## src/rtl/core/ssq_pkg.sv

```systemverilog
// ----------------------------------------------------------------------------
// ssq_pkg
// Shared types and constants for the sorted set successor query block.
// ----------------------------------------------------------------------------
package ssq_pkg;

    localparam int CAP = 64;
    localparam int VW  = 16;
    localparam int AW  = $clog2(CAP);
    localparam int CW  = $clog2(CAP + 1);

    typedef enum logic [1:0] {
        ACT_CLEAR  = 2'd0,
        ACT_INSERT = 2'd1,
        ACT_QUERY  = 2'd2
    } t_action;

    typedef enum logic [1:0] {
        ST_OK   = 2'd0,
        ST_FULL = 2'd1,
        ST_NONE = 2'd2
    } t_status;

    typedef struct packed {
        logic          we;
        logic [AW-1:0] waddr;
        logic [VW-1:0] wdata;
        logic [AW-1:0] raddr;
    } t_ram_req;

    typedef struct packed {
        logic          valid;
        logic [VW-1:0] value;
        t_status       status;
    } t_result;

endpackage

```

## src/rtl/core/ssq_ram.sv

```systemverilog
// ----------------------------------------------------------------------------
// ssq_ram
// Value store: one write port, one read port with registered read data.
// ----------------------------------------------------------------------------
module ssq_ram import ssq_pkg::*; (
    input  logic          i_clk,
    input  t_ram_req      i_req,
    output logic [VW-1:0] o_rd_data
);

    logic [VW-1:0] r_mem [CAP];
    logic [VW-1:0] r_rd_data;

    always_ff @(posedge i_clk) begin
        if (i_req.we) begin
            r_mem[i_req.waddr] <= i_req.wdata;
        end
        r_rd_data <= r_mem[i_req.raddr];
    end

    assign o_rd_data = r_rd_data;

endmodule

```

## src/rtl/core/ssq_seq.sv

```systemverilog
// ----------------------------------------------------------------------------
// ssq_seq
// Sequencer: scans the store for queries, shifts entries up for inserts,
// and keeps the entry count.
// ----------------------------------------------------------------------------
module ssq_seq import ssq_pkg::*; (
    input  logic          i_clk,
    input  logic          i_rst_n,
    input  logic          i_in_valid,
    output logic          o_in_ready,
    input  logic [1:0]    i_action,
    input  logic [VW-1:0] i_value,
    input  logic          i_out_free,
    output t_result       o_result,
    output t_ram_req      o_ram,
    input  logic [VW-1:0] i_rd_data
);

    typedef enum logic [5:0] {
        S_IDLE = 6'b000001,
        S_QRD  = 6'b000010,
        S_QCHK = 6'b000100,
        S_IRD  = 6'b001000,
        S_ICHK = 6'b010000,
        S_DONE = 6'b100000
    } t_state;

    t_state        r_state, n_state;
    logic [CW-1:0] r_count, n_count;
    logic [CW-1:0] r_idx, n_idx;
    logic [VW-1:0] r_value, n_value;
    logic [VW-1:0] r_res_value, n_res_value;
    t_status       r_res_status, n_res_status;
    logic [CW-1:0] idx_dec;

    assign idx_dec = r_idx - CW'(1);

    always_comb begin
        n_state      = r_state;
        n_count      = r_count;
        n_idx        = r_idx;
        n_value      = r_value;
        n_res_value  = r_res_value;
        n_res_status = r_res_status;
        o_ram.we     = 1'b0;
        o_ram.waddr  = r_idx[AW-1:0];
        o_ram.wdata  = r_value;
        o_ram.raddr  = r_idx[AW-1:0];
        o_result.valid  = 1'b0;
        o_result.value  = r_res_value;
        o_result.status = r_res_status;

        unique case (r_state)
            S_IDLE: begin
                if (i_in_valid) begin
                    n_value      = i_value;
                    n_res_value  = '0;
                    n_res_status = ST_OK;
                    unique case (i_action)
                        ACT_CLEAR: begin
                            n_count = '0;
                            n_state = S_DONE;
                        end
                        ACT_INSERT: begin
                            if (r_count >= CW'(CAP)) begin
                                n_res_status = ST_FULL;
                                n_state      = S_DONE;
                            end else begin
                                n_idx   = r_count;
                                n_state = S_IRD;
                            end
                        end
                        ACT_QUERY: begin
                            n_idx   = '0;
                            n_state = S_QRD;
                        end
                        default: begin
                            n_state = S_DONE;
                        end
                    endcase
                end
            end
            S_QRD: begin
                if (r_idx == r_count) begin
                    n_res_status = ST_NONE;
                    n_state      = S_DONE;
                end else begin
                    n_state = S_QCHK;
                end
            end
            S_QCHK: begin
                if (i_rd_data > r_value) begin
                    n_res_value = i_rd_data;
                    n_state     = S_DONE;
                end else begin
                    n_idx   = r_idx + CW'(1);
                    n_state = S_QRD;
                end
            end
            S_IRD: begin
                if (r_idx == '0) begin
                    o_ram.we = 1'b1;
                    n_count  = r_count + CW'(1);
                    n_state  = S_DONE;
                end else begin
                    o_ram.raddr = idx_dec[AW-1:0];
                    n_state     = S_ICHK;
                end
            end
            S_ICHK: begin
                o_ram.we = 1'b1;
                if (i_rd_data > r_value) begin
                    o_ram.wdata = i_rd_data;
                    n_idx       = idx_dec;
                    n_state     = S_IRD;
                end else begin
                    n_count = r_count + CW'(1);
                    n_state = S_DONE;
                end
            end
            S_DONE: begin
                if (i_out_free) begin
                    o_result.valid = 1'b1;
                    n_state        = S_IDLE;
                end
            end
            default: begin
                n_state = S_IDLE;
            end
        endcase
    end

    always_ff @(posedge i_clk) begin
        if (!i_rst_n) begin
            r_state <= S_IDLE;
            r_count <= '0;
        end else begin
            r_state <= n_state;
            r_count <= n_count;
        end
        r_idx        <= n_idx;
        r_value      <= n_value;
        r_res_value  <= n_res_value;
        r_res_status <= n_res_status;
    end

    assign o_in_ready = (r_state == S_IDLE);

endmodule

```

## src/rtl/core/sorted_set_successor_query.sv

```systemverilog
// ----------------------------------------------------------------------------
// sorted_set_successor_query
// Sorted multiset with clear, insert and upper-bound query beats.
// Clear, an insert into a full store and the unused code go straight to the done state.
// Query: reads and compares entries from the lowest up until one is greater, or all are read.
// Insert: moves each stored entry greater than the value up one place, top down, then writes it.
// One beat is in the sequencer at a time; the next is taken once the result is handed to the output register.
// Reset: synchronous, active low; clears the entry count, store is not swept.
// ----------------------------------------------------------------------------
module sorted_set_successor_query import ssq_pkg::*; (
    input  logic        i_clk,
    input  logic        i_rst_n,
    input  logic        s_axis_tvalid,
    output logic        s_axis_tready,
    input  logic [15:0] s_axis_tdata,   // [15:0] item_value
    input  logic [1:0]  s_axis_tuser,   // [1:0] action
    output logic        m_axis_tvalid,
    input  logic        m_axis_tready,
    output logic [15:0] m_axis_tdata,   // [15:0] successor_value
    output logic [1:0]  m_axis_tuser    // [1:0] status
);

    t_result       result;
    t_ram_req      ram_req;
    logic [VW-1:0] rd_data;
    logic          out_free;
    logic          r_out_valid;
    logic [VW-1:0] r_out_value;
    t_status       r_out_status;

    assign out_free = !r_out_valid || m_axis_tready;

    ssq_seq u_seq (
        .i_clk      (i_clk),
        .i_rst_n    (i_rst_n),
        .i_in_valid (s_axis_tvalid),
        .o_in_ready (s_axis_tready),
        .i_action   (s_axis_tuser),
        .i_value    (VW'(s_axis_tdata)),
        .i_out_free (out_free),
        .o_result   (result),
        .o_ram      (ram_req),
        .i_rd_data  (rd_data)
    );

    ssq_ram u_ram (
        .i_clk     (i_clk),
        .i_req     (ram_req),
        .o_rd_data (rd_data)
    );

    always_ff @(posedge i_clk) begin
        if (!i_rst_n) begin
            r_out_valid <= 1'b0;
        end else if (result.valid) begin
            r_out_valid <= 1'b1;
        end else if (m_axis_tready) begin
            r_out_valid <= 1'b0;
        end
        if (result.valid) begin
            r_out_value  <= result.value;
            r_out_status <= result.status;
        end
    end

    assign m_axis_tvalid = r_out_valid;
    assign m_axis_tdata  = 16'(r_out_value);
    assign m_axis_tuser  = r_out_status;

endmodule

```

## config.mk

```make
export PLATFORM = sky130hd
export DESIGN_NAME = sorted_set_successor_query
export DESIGN_NICKNAME = d
export VERILOG_FILES = /design/src/rtl/core/ssq_pkg.sv /design/src/rtl/core/ssq_ram.sv /design/src/rtl/core/ssq_seq.sv /design/src/rtl/core/sorted_set_successor_query.sv
export SDC_FILE = /design/constraint.sdc
export NUM_CORES = 1
export LEC_CHECK = 0
export BUFFER_PORTS_ARGS = -buffer_cell sky130_fd_sc_hd__buf_2
export CAP_MARGIN = 10
export CORE_AREA = 2 2 316 318
export DETAILED_ROUTE_END_ITERATION = 7
export DIE_AREA = 0 0 318 320
export PLACE_DENSITY = 0.6
export SYNTH_ARGS = -nofsm -noshare
export SYNTH_HDL_FRONTEND = slang
export SYNTH_SLANG_ARGS = --single-unit
```

## constraint.sdc

```tcl
create_clock -name i_clk -period 5.5 [get_ports i_clk]
set_input_delay 1.375 -clock i_clk [delete_from_list [all_inputs] [get_ports i_clk]]
set_output_delay 1.375 -clock i_clk [all_outputs]
set_load 0.02 [all_outputs]
```

==> reports/metrics.cfg <==
[routing]
viasPerCell = 6.126
wl_per_cell_um = 27.49
antenna_left = 0
drt_pre_antenna_iters = 7
routed_wl_um = 119300
drc = 0
vias = 26590
drtIter0Drc = 3188

[synthesis]
ys_warn_count = 0
syn_nets = 2903
ys_top_cells_by_count = edfxtp_1, a21oi_1, nand2_1, o22ai_1, a211oi_1
synth-edff-count = 1083
yosysSeqAreaShare_pct = 77.20
syn_area_um2 = 42910
synth_seq_cells = 1113
synthTopCellsByArea = edfxtp_1, a21oi_1, o22ai_1
synthCells = 2857
synthDistinctLibCells = 68
synthFlopType = edfxtp_1
synth_most_common_cell = edfxtp_1
synth.avg_cell_area_um2 = 15.02
netlist.area_leader.share_pct = 75.80
synthArstFlopShare_pct = 0
synth_top_cell_by_area = edfxtp_1

[setup_path]
rr_endpoint = u_ram.o_rd_data[3]
endpoint = u_ram.o_rd_data[3]
reg2reg_from = u_seq.r_idx[0]
startpoint = u_seq.r_idx[0]
max_stage_delay_ns = 0.94
end_kind = register
crit_arrival_ns = 5.74
cp_max_fo = 89
cp_common_cell = a21oi_1
critPathRequiredTime_ns = 6.02
critPathTopFamily = compound AO/OA/AOI/OAI gates
worstRegToRegCells = 11
critPathSlowestCell = o31ai_1
cp.depth = 11
critPathLaunchType = register
path_cells = inv_1 > ha_1 > or3b_1 > o211ai_4 > mux2_8 > buf_12 > a21oi_1 > a21oi_1 > a22o_1 > o31ai_1 > nand4_1
crit_buf_inv = 2
worstSetupPathType = register to register
rrSetupSlack_ns = 0.28

[placement]
dp_hpwl_um = 68080
portBuffers = 41
globalplace.congestion = 0.8269

[clocking]
cts_buffers = 109
path_clk_slew_ns = 0.06
htree_levels = 3
cts_sinks = 1113
post-cts-setup-buffer-count = 0
cts_tree = done
worstSkewPairLatency_ns = 0.70
cts_buffer_depth = 3
cts_root_buffer = clkbuf_16
ctsHoldBuffers = 0
cts_resized = 0

[grt]
grt_usage_pct = 23.16
antenna_found_initial = 2
grt_pass1_wl_um = 175300
grt_pass1_vias = 25950
grt_start_max_net_pins = 132
grt-ovfl-total = 0

[layout]
multi_input_area_um2 = 9052
final_util_pct = 49.94
antenna_cells = 0
drive_above_1_share_pct = 12.81
regArea_um2 = 33120
fillers = 8093
nNetsFinal = 3011
syn_to_final_growth_pct = 14.06

[floorplan]
dieArea_um2 = 101800
rows = 115
start_util_pct = 43.79
coreArea_um2 = 97990
die_w_um = 318
io_pins = 42
die_y_um = 320

[timing]
timing.setup.tns_ns = 0
finalCritPeriodShare_pct = 94.89
drv_slew = 0
setup_violations = 0
fin_skew_ns = 0.02165
final-hold-violation-count = 0
grt_setup_unrepaired = no
layout_min_cycle_time_ns = 5.219
tightest_slew_ns = 1.179
timing.fmax_ghz = 0.1916
relSlewSlack_pct = 20.75

[run_status]
status = finished, final reports clean

[flow_run]
max_cap_viol_count = 0

[pwr]
p_int_mw = 13.94
p_sw_share_pct = 22.84
p_seq_share_pct = 52.5
leakage_nw = 15.70
comb_power_share_pct = 6.9
vdd_drop_max_uv = 258.6
p_sw_mw = 4.128
pwr-share-clk_pct = 40.6
cellPowerDensity_nw_per_um2 = 369.3

[min_path]
min_path_type = register to register

metal layers:
layer  GRT usage, %  up-vias  part of all wire (%)
met5              0        -                 0.012
met2          38.58     1368                    49
met4          6.656        2                   2.5
li1               -    11520                     -
met3          3.983      176                   9.0
met1          31.35    13520                    40
through the flow:
step	instances	worst slack, ns	hold slack, ns	power, mW	area, um2
after CTS	4340	0.4368	0.4109	18.15	48940
after global placement	4141	0.5219	0.4015	10.88	45400
final	4340	0.2813	0.4177	18.07	48940
after detailed placement	4141	0.4520	0.4052	10.91	45400
after floorplan	2857	0.4173	0.4003	10.38	42910
after global routing	4340	0.09782	0.4230	18.56	48940
layout make-up:
cell class | count | area share [%]
sequential | 1113 | 67.68
tap | 1287 | 3.291
inverter | 28 | 0.2148
clock inverter | 61 | 1.189
timing repair buffer | 188 | 3.083
multi-input combinational | 1525 | 18.50
clock buffer | 138 | 6.042
cells in the final DEF (no fill, tap or decap), types with 5 or more instances in the layout:
master	Yosys	routed
a211oi_1	131	130
a21oi_1	400	400
a22o_1	66	66
and2_1	18	18
buf_12	0	16
buf_2	84	41
buf_4	14	131
bufinv_16	0	8
clkbuf_1	83	17
clkbuf_16	0	109
clkbuf_8	0	12
clkinv_1	0	22
clkinv_2	0	16
clkinvlp_4	0	6
dfxtp_1	30	30
edfxtp_1	1083	1083
ha_1	24	24
inv_1	27	27
nand2_1	302	302
nand3_1	16	16
nand4_1	23	23
nor2_1	93	91
nor3_1	8	8
o21ai_0	30	13
o21ai_4	0	17
o22ai_1	256	256
o31ai_1	69	68
or4_1	6	6
xnor2_1	6	6
xor2_1	5	5
power groups by stage:
| stage | sequential (mW) | combinational (mW) | clock (mW) |
|---|---|---|---|
| 6_report | 9.48 | 1.26 | 7.33 |
| 5_1_grt | 9.48 | 1.35 | 7.73 |
| 4_1_cts | 9.48 | 1.25 | 7.42 |
| 3_5_place_dp | 9.66 | 1.25 | 0 |
| 3_3_place_gp | 9.66 | 1.22 | 0 |
| 2_1_floorplan | 9.64 | 0.744 | 0 |
registers in the layout, summed over array words and instances, names as in the netlist:
signal / flops
m_axis_tdata: 16
m_axis_tuser: 2
m_axis_tvalid: 1
u_ram.o_rd_data: 16
u_ram.r_mem: 1024
u_seq.r_count: 7
u_seq.r_idx: 7
u_seq.r_res_status: 2
u_seq.r_res_value: 16
u_seq.r_state: 6
u_seq.r_value: 16
worst min path at each step:
stage	from	to	slack [ns]	cells past startpoint
after floorplan	u_seq.r_res_value[0]	m_axis_tdata[0]	0.40	0
after global placement	u_seq.r_res_value[2]	m_axis_tdata[2]	0.40	0
after detailed placement	u_seq.r_res_value[2]	m_axis_tdata[2]	0.41	0
after CTS	u_seq.r_res_value[2]	m_axis_tdata[2]	0.41	0
after global routing	u_seq.r_res_value[2]	m_axis_tdata[2]	0.42	0
final	u_seq.r_res_value[11]	m_axis_tdata[11]	0.42	0
logic make-up after synthesis:
kind of cell / share of synthesized area [%]
and+or+nand+nor: 5.016
buffers and inverters: 2.318
AOI/OAI and AO/OA: 14.41
DFF: 77.20
muxes: 0.05831
adders and majority gates: 0.6999
xor gates and xnor gates: 0.3004
Note: power is estimated with default switching activity, not from simulation.
